`src/hdl/hex_grid_line_simplifier_defines.svh`:
```
// Assertion macros for the hex grid line simplifier.
// Both expect clk in scope; HGLS_ASSERT also expects rst_n.
`ifndef HEX_GRID_LINE_SIMPLIFIER_DEFINES_SVH
`define HEX_GRID_LINE_SIMPLIFIER_DEFINES_SVH

`ifndef ASSERT_OFF
`define HGLS_ASSERT(label, prop) \
    label: assert property (@(posedge clk) disable iff (!rst_n) prop) \
        else $error("hgls assertion failed");
`define HGLS_ASSERT_ALWAYS(label, prop) \
    label: assert property (@(posedge clk) prop) \
        else $error("hgls assertion failed");
`else
`define HGLS_ASSERT(label, prop)
`define HGLS_ASSERT_ALWAYS(label, prop)
`endif

`endif

```
`src/hdl/hgls_pkg.sv`:
```
package hgls_pkg;

    localparam int COORD_W  = 24;
    localparam int SPACE_W  = 23;
    localparam int INV_W    = 24;
    localparam int DIST_W   = 48;
    localparam int CFG_IDX_W = 3;
    localparam int MUL_W    = 28;
    localparam int PROD_W   = 2 * MUL_W;
    localparam int MAG_W    = 27;
    localparam logic [MAG_W-1:0] CLAMP_MAX = MAG_W'(1) << 26;

    typedef enum logic [CFG_IDX_W-1:0] {
        CFG_COL_WIDTH      = 3'd0,
        CFG_ROW_HEIGHT     = 3'd1,
        CFG_INV_COL_WIDTH  = 3'd2,
        CFG_INV_ROW_HEIGHT = 3'd3,
        CFG_MAX_DIST_SQ    = 3'd4,
        CFG_KEEP_ENDS      = 3'd5
    } cfg_idx_t;

    typedef struct packed {
        logic busy;
        logic done;
    } div_stat_t;

    // |d| clamped to 2^26
    function automatic logic [MAG_W-1:0] clamp_mag(input logic signed [57:0] d);
        logic [57:0] a;
        a = d[57] ? 58'(-d) : 58'(d);
        if (a > 58'(CLAMP_MAX))
            return CLAMP_MAX;
        return a[MAG_W-1:0];
    endfunction

endpackage

```
`src/hdl/hgls_mul.sv`:
```
module hgls_mul
(
    input  logic                                 clk,
    input  logic signed [hgls_pkg::MUL_W-1:0]   a,
    input  logic signed [hgls_pkg::MUL_W-1:0]   b,
    output logic signed [hgls_pkg::PROD_W-1:0]  prod
);

    logic signed [hgls_pkg::PROD_W-1:0] prod_reg;

    always_ff @(posedge clk)
    begin
        prod_reg <= a * b;
    end

    assign prod = prod_reg;

endmodule

```
`config.mk`:
```
export PLATFORM = sky130hd
export DESIGN_NAME = hgls_mul
export DESIGN_NICKNAME = d
export VERILOG_FILES = /design/src/hdl/hex_grid_line_simplifier_defines.svh /design/src/hdl/hgls_pkg.sv /design/src/hdl/hgls_mul.sv
export SDC_FILE = /design/constraint.sdc
export NUM_CORES = 2
export LEC_CHECK = 0
export ABC_CLOCK_PERIOD_IN_PS = 8800
export BUFFER_PORTS_ARGS = -buffer_cell sky130_fd_sc_hd__buf_2
export CORE_MARGIN = 5
export CORE_UTILIZATION = 60
export CTS_CLUSTER_DIAMETER = 150
export DETAILED_ROUTE_END_ITERATION = 8
export PLACE_DENSITY = 0.79
export SETUP_SLACK_MARGIN = 0.2
export SYNTH_ARGS = -nofsm -noshare
export SYNTH_HDL_FRONTEND = slang
export SYNTH_SLANG_ARGS = --single-unit
```
`constraint.sdc`:
```
create_clock -name clk -period 8.8 [get_ports clk]
set_clock_uncertainty 0.05 [all_clocks]
set_input_delay 1.76 -clock clk [delete_from_list [all_inputs] [get_ports clk]]
set_output_delay 1.76 -clock clk [all_outputs]
set_load 0.02 [all_outputs]
```
==> metrics.json <==
{
  "run_status": {"value": "complete, no violations"},
  "actual_slew_at_the_worst_max_slew_pin": {"value": 749.9, "unit": "ps"},
  "cts_made_buffers": {"value": 5},
  "global_route.usage.total": {"value": 31.87, "unit": "%"},
  "ys_warn_count": {"value": 0},
  "htreeDepth": {"value": 2},
  "post_synthesis_compound_gate_area_fraction": {"value": 4.164, "unit": "%"},
  "synth-xor-area-share": {"value": 1.660, "unit": "%"},
  "grt_start_max_net_pins": {"value": 28},
  "crit_path_max_fanout": {"value": 20},
  "post_route_fraction_of_the_period_consumed_by_the_critical_path": {"value": 95.98, "unit": "%"},
  "max_cap_viol_count": {"value": 0},
  "setup.worst_path.class": {"value": "in -> reg"},
  "detail_route.first_pass.iterations": {"value": 6},
  "top_library_cells_by_usage_in_the_layout_fill_and_taps_aside": {"value": "815 x sky130_fd_sc_hd__fa_1, 803 x sky130_fd_sc_hd__inv_1, 400 x sky130_fd_sc_hd__and2_1"},
  "place_inst": {"value": 3968},
  "tritoncts_num_sinks": {"value": 56},
  "wire_per_inst": {"value": 20.89, "unit": "µm"},
  "row_count": {"value": 82},
  "setup_viol_count_final": {"value": 0},
  "die_width": {"value": 233.9, "unit": "µm"},
  "worstPathArrival": {"value": 8600, "unit": "ps"},
  "cell_area_after_synthesis": {"value": 30080, "unit": "µm²"},
  "worst_hold_path_type": {"value": "in -> reg"},
  "final_layout_size_suffix_gt1_share": {"value": 10.68, "unit": "%"},
  "ctsLongestPathBuffers": {"value": 2},
  "synth_top_cells_by_area": {"value": "sky130_fd_sc_hd__fa_1 55%, sky130_fd_sc_hd__inv_1 10%, sky130_fd_sc_hd__and2_1 8.4%"},
  "post_synth_top_area_share": {"value": 54.78, "unit": "%"},
  "synth-edff-count": {"value": 0},
  "vias_per_cell": {"value": 5.656},
  "floorplan.initialDensity": {"value": 60.32, "unit": "%"},
  "holdBufCountCts": {"value": 0},
  "detail_route.wirelength": {"value": 83400, "unit": "µm"},
  "antenna_left": {"value": 0},
  "fraction_of_the_mapped_netlist_area_in_simple_logic_gates": {"value": 15.64, "unit": "%"},
  "initialDrtViolationCount": {"value": 1487},
  "routabilityCongestion": {"value": 0.9649},
  "endpoint_kind": {"value": "flop"},
  "ctsRootBufferMaster": {"value": "sky130_fd_sc_hd__clkbuf_16"},
  "yosysSeqAreaShare": {"value": 3.727, "unit": "%"},
  "layout.nets": {"value": 4378},
  "postSynth.topFlopCell": {"value": "sky130_fd_sc_hd__dfxtp_1"},
  "die_h": {"value": 233.9, "unit": "µm"},
  "adder_cell_fraction_of_synth_area": {"value": 62.47, "unit": "%"},
  "gr-total-overflow": {"value": 0},
  "required": {"value": 8960, "unit": "ps"},
  "cts.clk_slew.worst_paths": {"value": 80, "unit": "ps"},
  "fmax": {"value": 0.1184, "unit": "GHz"},
  "hold_viol": {"value": 0},
  "first_global_vias": {"value": 26061},
  "synthesis.nets": {"value": 4262},
  "finalNonFillerCells": {"value": 3993},
  "place.port_buffers": {"value": 112},
  "max_ffs_per_register": {"value": 56},
  "cts_tree": {"value": "yes"},
  "die_footprint": {"value": 54710, "unit": "µm²"},
  "ios": {"value": 113},
  "final-max-slew-violation-count": {"value": 0},
  "grt_pass1_wl": {"value": 133900, "unit": "µm"},
  "max_slew_headroom_at_the_worst_pin": {"value": 49.89, "unit": "%"},
  "most_common_library_cell_in_the_layout_ignoring_fill_and_taps": {"value": "sky130_fd_sc_hd__fa_1"},
  "syn_avg_cell_area": {"value": 9.408, "unit": "µm²"},
  "netlist-cell-type-count": {"value": 78},
  "muxShareOfSynthArea": {"value": 0.03744, "unit": "%"},
  "tns": {"value": 0, "unit": "ps"},
  "via_count": {"value": 22586},
  "floorplan.core_area": {"value": 49860, "unit": "µm²"},
  "area_growth_syn_to_layout": {"value": 8.303, "unit": "%"},
  "detail_route.drc_violations": {"value": 0},
  "yosys_register_bits": {"value": 56},
  "final.min_clock_period": {"value": 8446, "unit": "ps"},
  "final.hold.worst_slack": {"value": 2034, "unit": "ps"},
  "setup_repair_after_global_routing_missed_its_margin": {"value": "false"},
  "syn-instance-count": {"value": 3197},
  "antenna_found_initial": {"value": 8},
  "synth_largest_area_cell": {"value": "sky130_fd_sc_hd__fa_1"},
  "asyncSetResetFlopFracSynth": {"value": 0, "unit": "%"},
  "worstSetupStartpointType": {"value": "input port"},
  "dp_hpwl": {"value": 70620, "unit": "µm"},
  "synth_top_family_by_area": {"value": "adder cells"}
}
routing by layer:
metal,routed length [µm],GRT usage [%],part of all wire [%]
met5,0,0,0
met4,8165,24.50,9.8
met3,5819,4.686,7.0
met2,42780,56.08,51
met1,26630,34.64,32
kinds of logic (layout without fill, tap and decap cells):
kind of cell             count (synthesis)  in the layout
adder cells (fa/ha/maj)               1008           1008
buffers and inverters                  981           1098
AND/OR/NAND/NOR                        914            914
AO/OA/AOI/OAI                          180            180
XOR/XNOR                                57             57
flip-flops                              56             56
multiplexers                             1              1
other                                    0              7
synth_stat cells (12+ instances only):
library cell / number
sky130_fd_sc_hd__o21ai_0: 22
sky130_fd_sc_hd__and2_1: 403
sky130_fd_sc_hd__fa_1: 823
sky130_fd_sc_hd__dfxtp_1: 56
sky130_fd_sc_hd__ha_1: 185
sky130_fd_sc_hd__nor2b_1: 21
sky130_fd_sc_hd__inv_1: 810
sky130_fd_sc_hd__a21o_1: 20
sky130_fd_sc_hd__nor3_1: 14
sky130_fd_sc_hd__xor2_1: 12
sky130_fd_sc_hd__nand2_1: 388
sky130_fd_sc_hd__clkbuf_1: 163
sky130_fd_sc_hd__xnor2_1: 45
sky130_fd_sc_hd__nor2_1: 32
sky130_fd_sc_hd__a21oi_1: 49
worst max-delay path: stages:
cell                        delay (ps)
sky130_fd_sc_hd__buf_2             370
sky130_fd_sc_hd__and2_1            210
sky130_fd_sc_hd__fa_1              460
sky130_fd_sc_hd__fa_1              580
sky130_fd_sc_hd__inv_1              60
sky130_fd_sc_hd__fa_1              440
sky130_fd_sc_hd__fa_1              550
sky130_fd_sc_hd__inv_1              60
sky130_fd_sc_hd__fa_1              560
sky130_fd_sc_hd__fa_1              430
sky130_fd_sc_hd__fa_1              590
sky130_fd_sc_hd__ha_1              270
sky130_fd_sc_hd__ha_1              380
sky130_fd_sc_hd__a21oi_1           210
sky130_fd_sc_hd__o21ai_2            80
sky130_fd_sc_hd__buf_4             130
sky130_fd_sc_hd__a22oi_2           150
sky130_fd_sc_hd__buf_4             180
sky130_fd_sc_hd__o211ai_2          120
sky130_fd_sc_hd__a21oi_2           280
sky130_fd_sc_hd__o31ai_4           110
sky130_fd_sc_hd__a2111oi_2         350
sky130_fd_sc_hd__and4b_1           240
final timing paths:
check | from | end | slack (ps) | depth (start not counted)
worst max-delay path | a[15] | prod[43]$_DFF_P_ | 350 | 23
worst min-delay path | a[0] | prod[0]$_DFF_P_ | 2030 | 3
stage by stage:
step | area [µm²] | setup slack [ps] | util [%]
floorplan | 30220 | 140.3 | -
CTS | 32330 | 209.8 | 64.84
detailed placement | 32170 | -184.2 | 64.52
global placement | 32170 | -108.9 | 64.52
finish | 32580 | 354.2 | 65.33
global route | 32570 | 141.6 | 65.32
layout make-up:
class | instances | area [µm²]
sequential | 56 | 1121
multi-input combinational | 2160 | 25430
tap | 672 | 840.8
fill | 3916 | 17290
timing repair buffer | 280 | 1964
antenna | 7 | 17.52
inverter | 810 | 3044
clock inverter | 3 | 28.78
clock buffer | 5 | 125.1
what timing repair did:
action | 4_1_cts | 5_1_grt
setup buffers | 0 | 10
setup endpoints to repair | 1 | 19
gates resized for setup | 1 | 49
pin swaps | 0 | 9
Power is not shown: default switching activity piles up to over one toggle a cycle in this logic, so the estimate is an artifact.
