==> src/hdl/hex_grid_line_simplifier_defines.svh <==
// Assertion macros for the hex grid line simplifier.
// Both expect clk in scope; HGLS_ASSERT also expects rst_n.
`ifndef HEX_GRID_LINE_SIMPLIFIER_DEFINES_SVH
`define HEX_GRID_LINE_SIMPLIFIER_DEFINES_SVH

`ifndef ASSERT_OFF
`define HGLS_ASSERT(label, prop) \
    label: assert property (@(posedge clk) disable iff (!rst_n) prop) \
        else $error("hgls assertion failed");
`define HGLS_ASSERT_ALWAYS(label, prop) \
    label: assert property (@(posedge clk) prop) \
        else $error("hgls assertion failed");
`else
`define HGLS_ASSERT(label, prop)
`define HGLS_ASSERT_ALWAYS(label, prop)
`endif

`endif

==> src/hdl/hgls_pkg.sv <==
package hgls_pkg;

    localparam int COORD_W  = 24;
    localparam int SPACE_W  = 23;
    localparam int INV_W    = 24;
    localparam int DIST_W   = 48;
    localparam int CFG_IDX_W = 3;
    localparam int MUL_W    = 28;
    localparam int PROD_W   = 2 * MUL_W;
    localparam int MAG_W    = 27;
    localparam logic [MAG_W-1:0] CLAMP_MAX = MAG_W'(1) << 26;

    typedef enum logic [CFG_IDX_W-1:0] {
        CFG_COL_WIDTH      = 3'd0,
        CFG_ROW_HEIGHT     = 3'd1,
        CFG_INV_COL_WIDTH  = 3'd2,
        CFG_INV_ROW_HEIGHT = 3'd3,
        CFG_MAX_DIST_SQ    = 3'd4,
        CFG_KEEP_ENDS      = 3'd5
    } cfg_idx_t;

    typedef struct packed {
        logic busy;
        logic done;
    } div_stat_t;

    // |d| clamped to 2^26
    function automatic logic [MAG_W-1:0] clamp_mag(input logic signed [57:0] d);
        logic [57:0] a;
        a = d[57] ? 58'(-d) : 58'(d);
        if (a > 58'(CLAMP_MAX))
            return CLAMP_MAX;
        return a[MAG_W-1:0];
    endfunction

endpackage

==> src/hdl/hgls_div.sv <==
module hgls_div
#(
    parameter int DW = 41,
    parameter int VW = 17
)
(
    input  logic                clk,
    input  logic                rst_n,
    input  logic                start,
    input  logic [DW-1:0]       dividend,
    input  logic [VW-1:0]       divisor,
    output hgls_pkg::div_stat_t stat,
    output logic [DW-1:0]       quotient
);

    localparam int CNT_W = $clog2(DW + 1);

    logic [DW-1:0]    quo_reg, quo_next;
    logic [VW-1:0]    rem_reg, rem_next;
    logic [VW-1:0]    den_reg;
    logic [CNT_W-1:0] cnt_reg, cnt_next;
    logic             busy_reg, busy_next;
    logic             done_reg, done_next;
    logic [VW:0]      trial;

    // one quotient bit per cycle, restoring
    always_comb
    begin
        quo_next  = quo_reg;
        rem_next  = rem_reg;
        cnt_next  = cnt_reg;
        busy_next = busy_reg;
        done_next = 1'b0;
        trial     = {rem_reg, quo_reg[DW-1]};
        if (start)
        begin
            quo_next  = dividend;
            rem_next  = '0;
            cnt_next  = CNT_W'(DW);
            busy_next = 1'b1;
        end
        else if (busy_reg)
        begin
            if (trial >= {1'b0, den_reg})
            begin
                rem_next = VW'(trial - {1'b0, den_reg});
                quo_next = {quo_reg[DW-2:0], 1'b1};
            end
            else
            begin
                rem_next = trial[VW-1:0];
                quo_next = {quo_reg[DW-2:0], 1'b0};
            end
            cnt_next = cnt_reg - CNT_W'(1);
            if (cnt_reg == CNT_W'(1))
            begin
                busy_next = 1'b0;
                done_next = 1'b1;
            end
        end
    end

    always_ff @(posedge clk or negedge rst_n)
    begin
        if (!rst_n)
        begin
            busy_reg <= 1'b0;
            done_reg <= 1'b0;
            cnt_reg  <= '0;
        end
        else
        begin
            busy_reg <= busy_next;
            done_reg <= done_next;
            cnt_reg  <= cnt_next;
        end
    end

    always_ff @(posedge clk)
    begin
        quo_reg <= quo_next;
        rem_reg <= rem_next;
        if (start)
            den_reg <= divisor;
    end

    assign stat.busy = busy_reg;
    assign stat.done = done_reg;
    assign quotient  = quo_reg;

endmodule

==> config.mk <==
export PLATFORM = sky130hd
export DESIGN_NAME = hgls_div
export DESIGN_NICKNAME = d
export VERILOG_FILES = /design/src/hdl/hex_grid_line_simplifier_defines.svh /design/src/hdl/hgls_pkg.sv /design/src/hdl/hgls_div.sv
export SDC_FILE = /design/constraint.sdc
export NUM_CORES = 1
export LEC_CHECK = 0
export BUFFER_PORTS_ARGS = -buffer_cell sky130_fd_sc_hd__buf_2
export CELL_PAD_IN_SITES_DETAIL_PLACEMENT = 0
export CELL_PAD_IN_SITES_GLOBAL_PLACEMENT = 1
export CORE_UTILIZATION = 38
export CTS_CLUSTER_DIAMETER = 200
export CTS_CLUSTER_SIZE = 28
export DETAILED_ROUTE_END_ITERATION = 7
export MAX_ROUTING_LAYER = met4
export PLACE_DENSITY = 0.83
export SYNTH_ARGS = -nofsm -noshare
export SYNTH_HDL_FRONTEND = slang
export SYNTH_SLANG_ARGS = --single-unit
export TNS_END_PERCENT = 5
==> constraint.sdc <==
create_clock -name clk -period 2.65 [get_ports clk]
set_clock_uncertainty 0.1 [all_clocks]
set_input_delay 0.1325 -clock clk [delete_from_list [all_inputs] [get_ports clk]]
set_output_delay 0.1325 -clock clk [all_outputs]
set_load 0.05 [all_outputs]
==> results_dict.tcl, run 1 <==
set metrics [dict create \
    worst-path-buf-inv 2 \
    avgSynthCellArea_um2 11.7 \
    synth_ff_type "edfxtp_1" \
    endpoint_kind "flip-flop" \
    synth_top_area_share_pct 40.2 \
    largest_register_ffs 41 \
    vias 3503 \
    synth_area_leaders "edfxtp_1, mux2_2, dfxtp_1, ha_1, dfrtp_1" \
    drive_gt1_share_pct 35.3 \
    clock_power_share_pct 24.7 \
    antenna_left 0 \
    viasPerCell 5.14 \
    cp.required_ns 2.64 \
    cts_max_level 3 \
    grt_pass1_wl_mm 17.0 \
    hold_ws_ns 0.0168 \
    critPathTopFamily "compound AO/OA/AOI/OAI gates" \
    die_h_um 109 \
    root_buffer "clkbuf_16" \
    p_int_mw 3.50 \
    insertedDiodeCount 0 \
    clkTransAtPathRegs_ns 0.06 \
    ir_worst_vdd_mv 0.473 \
    period_needed_ns 2.56 \
    yosys.cell_count.top_type "edfxtp_1" \
    drtIter0Drc 131 \
    setup_violations 0 \
    pwr-share-comb_pct 42.6 \
    yosysUniqueCellTypes 56 \
    finalCritPeriodShare_pct 96.8 \
    p_per_area_nw_per_um2 933 \
    seq_area_um2 2280 \
    switching_share_pct 37.1 \
    synth_area_leader_cell "edfxtp_1" \
    ys_async_sr_fraction_pct 9.64 \
    die_x_um 109 \
    synth-seq-cells 83 \
    grt_usage_pct 19.5 \
    place.detailed.hpwl_mm 7.23 \
    maxCapViolations 0 \
    syn_area_um2 4330 \
    hold_end "quotient[18]" \
    cts_made_buffers 9 \
    fillers 911 \
    holdPathStages 2 \
    start_util_pct 39.4 \
    slew_headroom_pct 57.1 \
    critPathMaxStageDelay_ns 0.41 \
    worst-path-max-fanout 9 \
    post-route-util_pct 54.3 \
    clk_latency_ns 0.34 \
    yosys-top-cells-count "edfxtp_1, mux2_2, nand2_1" \
    yosysSeqAreaShare_pct 52.7 \
    core-area_um2 11000 \
    routabilityCongestion 0.858 \
    multiInputGateArea_um2 1870 \
    seqPwrFrac_pct 32.7 \
    start_kind "flip-flop" \
    boundaryPins 104 \
    dieArea_um2 11800 \
    crit_chain "inv_1 -> ha_2 -> inv_2 -> fa_2 -> a211oi_2 -> o211ai_1 -> a31o_4 -> a41o_4 -> mux2_4" \
    drc 0 \
    cp.arrival_ns 2.56 \
    fin_tns_setup_ns 0 \
    clock_path_buffers 2 \
    finalMaxSlewViolations 0 \
    rows 38 \
    fin_area_um2 5960 \
    fin_nets 617 \
    overflow 0 \
    postRouteWirelength_mm 10.7 \
    post_dp_cell_area_um2 5040 \
    fmax_ghz 0.390 \
    areaGrowthSynthToFinish_pct 37.7 \
    cts_sinks 83 \
    timing.rr.end "quotient[0]" \
    crit_type "flip-flop to flip-flop" \
    syn_nets 450 \
    portBuffers 103 \
    hold_viol_final 0 \
    hp-class "primary input to flip-flop" \
    leakage_nw 2.53 \
    min_from "dividend[18]" \
    slowest_stage "edfxtp_1" \
    r2r_cells 9 \
    drtPass1Iterations 4 \
    tightest_slew_ns 0.644 \
    status "complete, no violations" \
    total_power_mw 5.57 \
    p_sw_mw 2.07 \
    ys_warn_count 0 \
    synth_enable_flop_cells 58 \
    rsz0062_at_grt "true" \
    grt_pass1_vias 3600 \
    grt_antenna_before_repair 0 \
    tritoncts "done" \
    syn_inst 369 \
    grt_max_degree 43 \
    ff2ff_setup_slack_ns 0.09 \
    detail_route.wl_per_cell_um 15.8 \
    rr_startpoint "quotient[40]" \
]
-- metrics by stage --
stage | cells | setup WS, ns
after floorplan | 369 | -0.210
after global placement | 608 | 0.0792
after detailed placement | 608 | 0.0257
after CTS | 680 | 0.00141
after global routing | 681 | -0.0694
final | 681 | 0.0854
-- metal layers --
layer,global-route usage [%],wire [µm]
met1,23.0,4680
met2,31.1,5150
met3,5.56,612
met4,8.59,307
met5,-,0
-- layout make-up --
cell class / instances / share of cell area [%]
well taps: 140 / 2.94
flip-flops and latches: 83 / 38.3
clock inverters: 5 / 1.43
repair buffers: 176 / 20.4
multi-input cells: 241 / 31.3
clock buffers: 11 / 4.07
inverters: 25 / 1.57
-- power groups by stage --
stage	clock network [mW]	registers (mW)	logic, mW
after floorplan	0	2.08	1.42
after global placement	0	1.83	2.21
after detailed placement	0	1.84	2.24
after CTS	1.41	1.82	2.31
after global routing	1.46	1.85	2.57
final	1.37	1.82	2.37
-- cells by family after synthesis --
group                      count (synthesis)  synth area share (%)
buffers and inverters                     45                  4.83
and+or+nand+nor                           86                  9.53
xor gates and xnor gates                  16                  3.24
DFF                                       83                  52.7
adders and majority gates                 20                  5.95
AOI/OAI and AO/OA                         77                  12.9
muxes                                     42                  10.9
-- repair_timing --
item / 4_1_cts / 5_1_grt
hold buffers: 56 / 0
gates resized for setup: 0 / 7
endpoints found under the setup margin: 0 / 14
endpoints found under the hold margin: 63 / 0
buffers inserted: 0 / 1
-- cells in the final DEF (no fill, tap or decap), drive strengths merged, types with 2 or more instances in the layout --
master / n
mux2: 41
a21o: 4
buf: 120
o21ai: 14
a311oi: 4
nor2b: 2
nor2: 19
a41oi: 2
and2: 3
edfxtp: 58
a21oi: 20
dfrtp: 8
clkbuf: 11
nand3: 17
inv: 27
a211oi: 5
dfxtp: 17
a211o: 2
and3: 4
o31ai: 2
a32oi: 4
a31oi: 4
nand2: 28
nand2b: 2
xor2: 6
ha: 19
o211ai: 6
nand4: 3
o311ai: 2
dlygate4sd3: 56
nor3: 2
xnor2: 10
bufinv: 2
-- how the worst max path moves through the flow --
stage                  from           to  slack, ns  cells after the start
6_report       quotient[40]  quotient[0]       0.09                      9
5_1_grt        quotient[40]   rem_reg[8]      -0.07                     11
4_1_cts        quotient[40]  quotient[0]      0.001                      9
3_5_place_dp   quotient[40]  quotient[0]       0.03                      9
3_3_place_gp   quotient[40]  quotient[0]       0.08                      9
2_1_floorplan  quotient[40]  quotient[0]      -0.21                     10
Power figures use the tool's default switching activity.
==> run 2: changes to the inputs <==
RECOVER_POWER = 50   (was not set)
==> results_dict.tcl, run 2 (synthesis results as in run 1) <==
set metrics [dict create \
    core-area_um2 11000 \
    root_buffer "clkbuf_16" \
    endpoint_kind "flip-flop" \
    holdPathStages 2 \
    routabilityCongestion 0.858 \
    hold_ws_ns 0.0159 \
    drc 0 \
    rr_startpoint "quotient[40]" \
    hp-class "primary input to flip-flop" \
    hold_end "quotient[18]" \
    crit_chain "inv_1 -> ha_2 -> inv_2 -> fa_2 -> a211oi_2 -> o211ai_1 -> a31o_4 -> a41o_4 -> mux2_4" \
    dieArea_um2 11800 \
    fillers 920 \
    slowest_stage "edfxtp_1" \
    final_common_cell "buf_2" \
    pwr-share-comb_pct 42.5 \
    cts_sinks 83 \
    die_x_um 109 \
    r2r_cells 9 \
    timing.rr.end "quotient[0]" \
    cp.required_ns 2.64 \
    p_int_mw 3.49 \
    boundaryPins 104 \
    grt_antenna_before_repair 0 \
    cts_max_level 3 \
    ff2ff_setup_slack_ns 0.09 \
    p_per_area_nw_per_um2 939 \
    crit_type "flip-flop to flip-flop" \
    tritoncts "done" \
    critPathMaxStageDelay_ns 0.41 \
    postRouteWirelength_mm 10.8 \
    ir_worst_vdd_mv 0.458 \
    rows 38 \
    setup_violations 0 \
    place_inst 608 \
    largest_register_ffs 41 \
    clkTransAtPathRegs_ns 0.06 \
    start_util_pct 39.4 \
    grt_usage_pct 19.5 \
    finalCritPeriodShare_pct 96.8 \
    fin_nets 617 \
    place_ws_ns 0.0257 \
    worst-path-max-fanout 9 \
    die_h_um 109 \
    grt_pass1_wl_mm 17.0 \
    rsz0062_at_grt "true" \
    overflow 0 \
    maxCapViolations 1 \
    cp.arrival_ns 2.56 \
    clock_path_buffers 2 \
    final_cell_mix "buf_2, edfxtp_1, dlygate4sd3_1" \
    drtIter0Drc 117 \
    viasPerCell 5.16 \
    areaGrowthSynthToFinish_pct 36.8 \
    place.detailed.hpwl_mm 7.23 \
    drive_gt1_share_pct 29.6 \
    timing.final.ws_setup_ns 0.0852 \
    hold_viol_final 0 \
    vias 3517 \
    p_sw_mw 2.08 \
    finalNonFillerCells 681 \
    violations "max-capacitance violations, max-slew violations" \
    period_needed_ns 2.56 \
    cts_made_buffers 9 \
    fmax_ghz 0.390 \
    post_dp_cell_area_um2 5040 \
    grt_max_degree 43 \
    tightest_slew_ns 1.52 \
    leakage_nw 2.44 \
    min_from "dividend[18]" \
    detail_route.wl_per_cell_um 15.8 \
    slew_headroom_pct -1.66 \
    grt_pass1_vias 3600 \
    portBuffers 103 \
    clock_power_share_pct 24.7 \
    seqPwrFrac_pct 32.8 \
    fin_area_um2 5920 \
    drtPass1Iterations 4 \
    start_kind "flip-flop" \
    finalMaxSlewViolations 31 \
    clk_latency_ns 0.34 \
    post-route-util_pct 53.9 \
    switching_share_pct 37.3 \
    antenna_left 0 \
    insertedDiodeCount 0 \
    status "finished with violations" \
]
-- run 2: cell types whose count changed in the layout (fill, tap and decap cells not counted) --
cell	previous run	this run
mux2_2	40	39
clkbuf_1	1	31
buf_2	103	74
clkbuf_2	0	1
mux2_1	0	1
buf_4	16	14
-- run 2: worst max path at each step --
| stage | start | endpoint | slack, ns | depth (start not counted) |
|---|---|---|---|---|
| finish | quotient[40] | quotient[0] | 0.09 | 9 |
| global route | quotient[40] | rem_reg[8] | -0.07 | 11 |
| CTS | quotient[40] | quotient[0] | 0.001 | 9 |
| detailed placement | quotient[40] | quotient[0] | 0.03 | 9 |
| global placement | quotient[40] | quotient[0] | 0.08 | 9 |
| floorplan | quotient[40] | quotient[0] | -0.21 | 10 |
-- run 2: worst max-delay path: cells and delay by family, from the launching register on --
kind,cells,cell delay [ns]
muxes,1,0.27
buffers and inverters,2,0.12
adders and majority gates,2,0.53
AOI/OAI and AO/OA,4,0.89
DFF,1,0.41
-- run 2: final cells by class --
class	count	area [µm²]	share of cell area, %
Multi-Input combinational cell	241	1870	31.6
Clock inverter	5	85.1	1.44
Sequential cell	83	2280	38.5
Inverter	25	93.8	1.58
Tap cell	140	175	2.96
Clock buffer	11	243	4.10
Timing Repair Buffer	176	1170	19.8
-- run 2: per-layer routing --
layer,wire length (µm),up-vias,track usage (%)
li1,-,1704,-
met1,4700,1663,23.0
met3,596,30,5.56
met4,321,0,8.59
met5,0,-,-
met2,5150,120,31.1
-- run 2: through the flow --
stage | TNS, ns | power (mW)
CTS | 0 | 5.54
global route | -0.201 | 5.87
detailed placement | 0 | 4.07
finish | 0 | 5.56
global placement | 0 | 4.05
floorplan | -0.275 | 3.50
-- run 2: what timing repair did --
action | in CTS | in global routing
hold endpoints to repair | 63 | 0
buffers inserted | 0 | 1
hold buffers | 56 | 0
setup endpoints to repair | 0 | 14
gates resized for setup | 0 | 7
-- run 2: power by group through the flow --
stage | clock (mW) | combinational, mW | sequential (mW)
final | 1.37 | 2.36 | 1.82
after global routing | 1.46 | 2.56 | 1.85
after CTS | 1.41 | 2.31 | 1.82
after detailed placement | 0 | 2.24 | 1.84
after global placement | 0 | 2.21 | 1.83
after floorplan | 0 | 1.42 | 2.08
==> run 3: changes to the inputs <==
BUFFER_PORTS_ARGS = not set   (was -buffer_cell sky130_fd_sc_hd__buf_2)
CORE_UTILIZATION = 45   (was 38)
DONT_BUFFER_PORTS = 1   (was not set)
RECOVER_POWER = not set   (was 50)
==> results_dict.tcl, run 3 (synthesis results as in run 1) <==
set metrics [dict create \
    ir_worst_vdd_mv 0.490 \
    met1_usage_pct 25.4 \
    path_common_cell "inv_1" \
    antenna_left 0 \
    use_met2_pct 34.7 \
    leakage_nw 2.11 \
    timing.final.ws_setup_ns 0.000565 \
    place_ws_ns 0.0254 \
    grt_usage_pct 21.5 \
    timing.rr.end "rem_reg[12]" \
    tritoncts "done" \
    final_cell_mix "dlygate4sd3_1, edfxtp_1, mux2_2" \
    boundaryPins 104 \
    detail_route.wl_per_cell_um 17.6 \
    slowest_stage "edfxtp_1" \
    crit_chain "inv_1 -> ha_1 -> inv_1 -> fa_2 -> a211oi_2 -> o211ai_1 -> a31o_4 -> a41oi_4 -> buf_4 -> nand2_1 -> a311oi_2" \
    portBuffers 0 \
    clk_latency_ns 0.37 \
    drtIter0Drc 172 \
    crit_type "flip-flop to flip-flop" \
    place.detailed.hpwl_mm 6.30 \
    areaGrowthSynthToFinish_pct 24.8 \
    fin_nets 521 \
    busiest_layer "met2" \
    die_h_um 100 \
    largest_register_ffs 41 \
    slew_headroom_pct 61.2 \
    ff2ff_setup_slack_ns 0.0006 \
    status "complete, no violations" \
    endpoint_kind "flip-flop" \
    rr_startpoint "quotient[40]" \
    cts_made_buffers 9 \
    finalMaxSlewViolations 0 \
    routabilityCongestion 0.873 \
    cp.required_ns 2.83 \
    clkTransAtPathRegs_ns 0.09 \
    postRouteWirelength_mm 10.1 \
    grt_antenna_before_repair 0 \
    start_kind "flip-flop" \
    p_per_area_nw_per_um2 945 \
    cts_sinks 83 \
    dieArea_um2 10000 \
    insertedDiodeCount 0 \
    cp.arrival_ns 2.83 \
    core-area_um2 9280 \
    root_buffer "clkbuf_8" \
    rsz0062_at_grt "true" \
    maxCapViolations 0 \
    fmax_ghz 0.377 \
    hold_ws_ns 0.0137 \
    cts_max_level 3 \
    rows 35 \
    drive_gt1_share_pct 20.4 \
    fin_tns_setup_ns 0 \
    critPathTopFamily "compound AO/OA/AOI/OAI gates" \
    grtUsageMet3_pct 5.43 \
    finalNonFillerCells 574 \
    grt_pass1_wl_mm 15.7 \
    clock_path_buffers 2 \
    drc 0 \
    drtPass1Iterations 4 \
    hp-class "primary input to async pin" \
    hold_viol_final 0 \
    finalCritPeriodShare_pct 100 \
    grt_max_degree 70 \
    r2r_cells 11 \
    vias 3125 \
    tightest_slew_ns 0.582 \
    setup_violations 0 \
    overflow 0 \
    critPathMaxStageDelay_ns 0.41 \
    start_util_pct 46.6 \
    viasPerCell 5.44 \
    place_inst 496 \
    period_needed_ns 2.65 \
    grt_pass1_vias 3084 \
    final_common_cell "dlygate4sd3_1" \
    worst-path-max-fanout 5 \
    total_power_mw 5.11 \
    die_x_um 100 \
    worst-path-buf-inv 3 \
]
## run 3: power breakdown
part           switching [mW]  total [mW]  internal [mW]
sequential              0.462        2.11           1.65
clock                   0.529       0.994          0.464
combinational            1.05        2.00          0.951
## run 3: cell type report
type,count,area (µm²)
clock buffer,9,124
clock inverter,7,96.3
fill,782,3880
inverter,25,93.8
multi-input combinational,241,1870
sequential,83,2280
tap,129,161
timing repair buffer,80,783
## run 3: worst register-to-register path, cell delays in order, from the launching register on
cell and delay (ns):
edfxtp_1 0.41, inv_1 0.07, ha_1 0.17, inv_1 0.06, fa_2 0.36, a211oi_2 0.25
o211ai_1 0.12, a31o_4 0.25, a41oi_4 0.27, buf_4 0.18, nand2_1 0.07, a311oi_2 0.27
## run 3: how the worst max path moves through the flow
stage	endpoint	slack [ns]	start	cells past startpoint
global placement	rem_reg[12]	0.16	quotient[40]	11
floorplan	quotient[0]	-0.21	quotient[40]	10
detailed placement	rem_reg[6]	0.03	quotient[40]	11
CTS	rem_reg[6]	0.004	quotient[40]	11
finish	rem_reg[12]	0.0006	quotient[40]	11
global route	rem_reg[12]	-0.16	quotient[40]	11
## run 3: what timing repair did
item | CTS | global route
endpoints found under the hold margin | 97 | 0
gates resized for setup | 0 | 5
setup endpoints to repair | 0 | 11
buffers inserted | 0 | 1
hold buffers | 61 | 0
## run 3: per-layer routing
| metal | vias up | wire, µm |
|---|---|---|
| met5 | - | 0 |
| met4 | 0 | 296 |
| met3 | 24 | 575 |
| met2 | 108 | 4990 |
| met1 | 1477 | 4220 |
| li1 | 1516 | - |
## run 3: metrics by stage
step,util (%),area (µm²)
3_3_place_gp,48.8,4530
5_1_grt,58.2,5410
6_report,58.2,5410
3_5_place_dp,48.8,4530
4_1_cts,57.9,5380
2_1_floorplan,-,4340
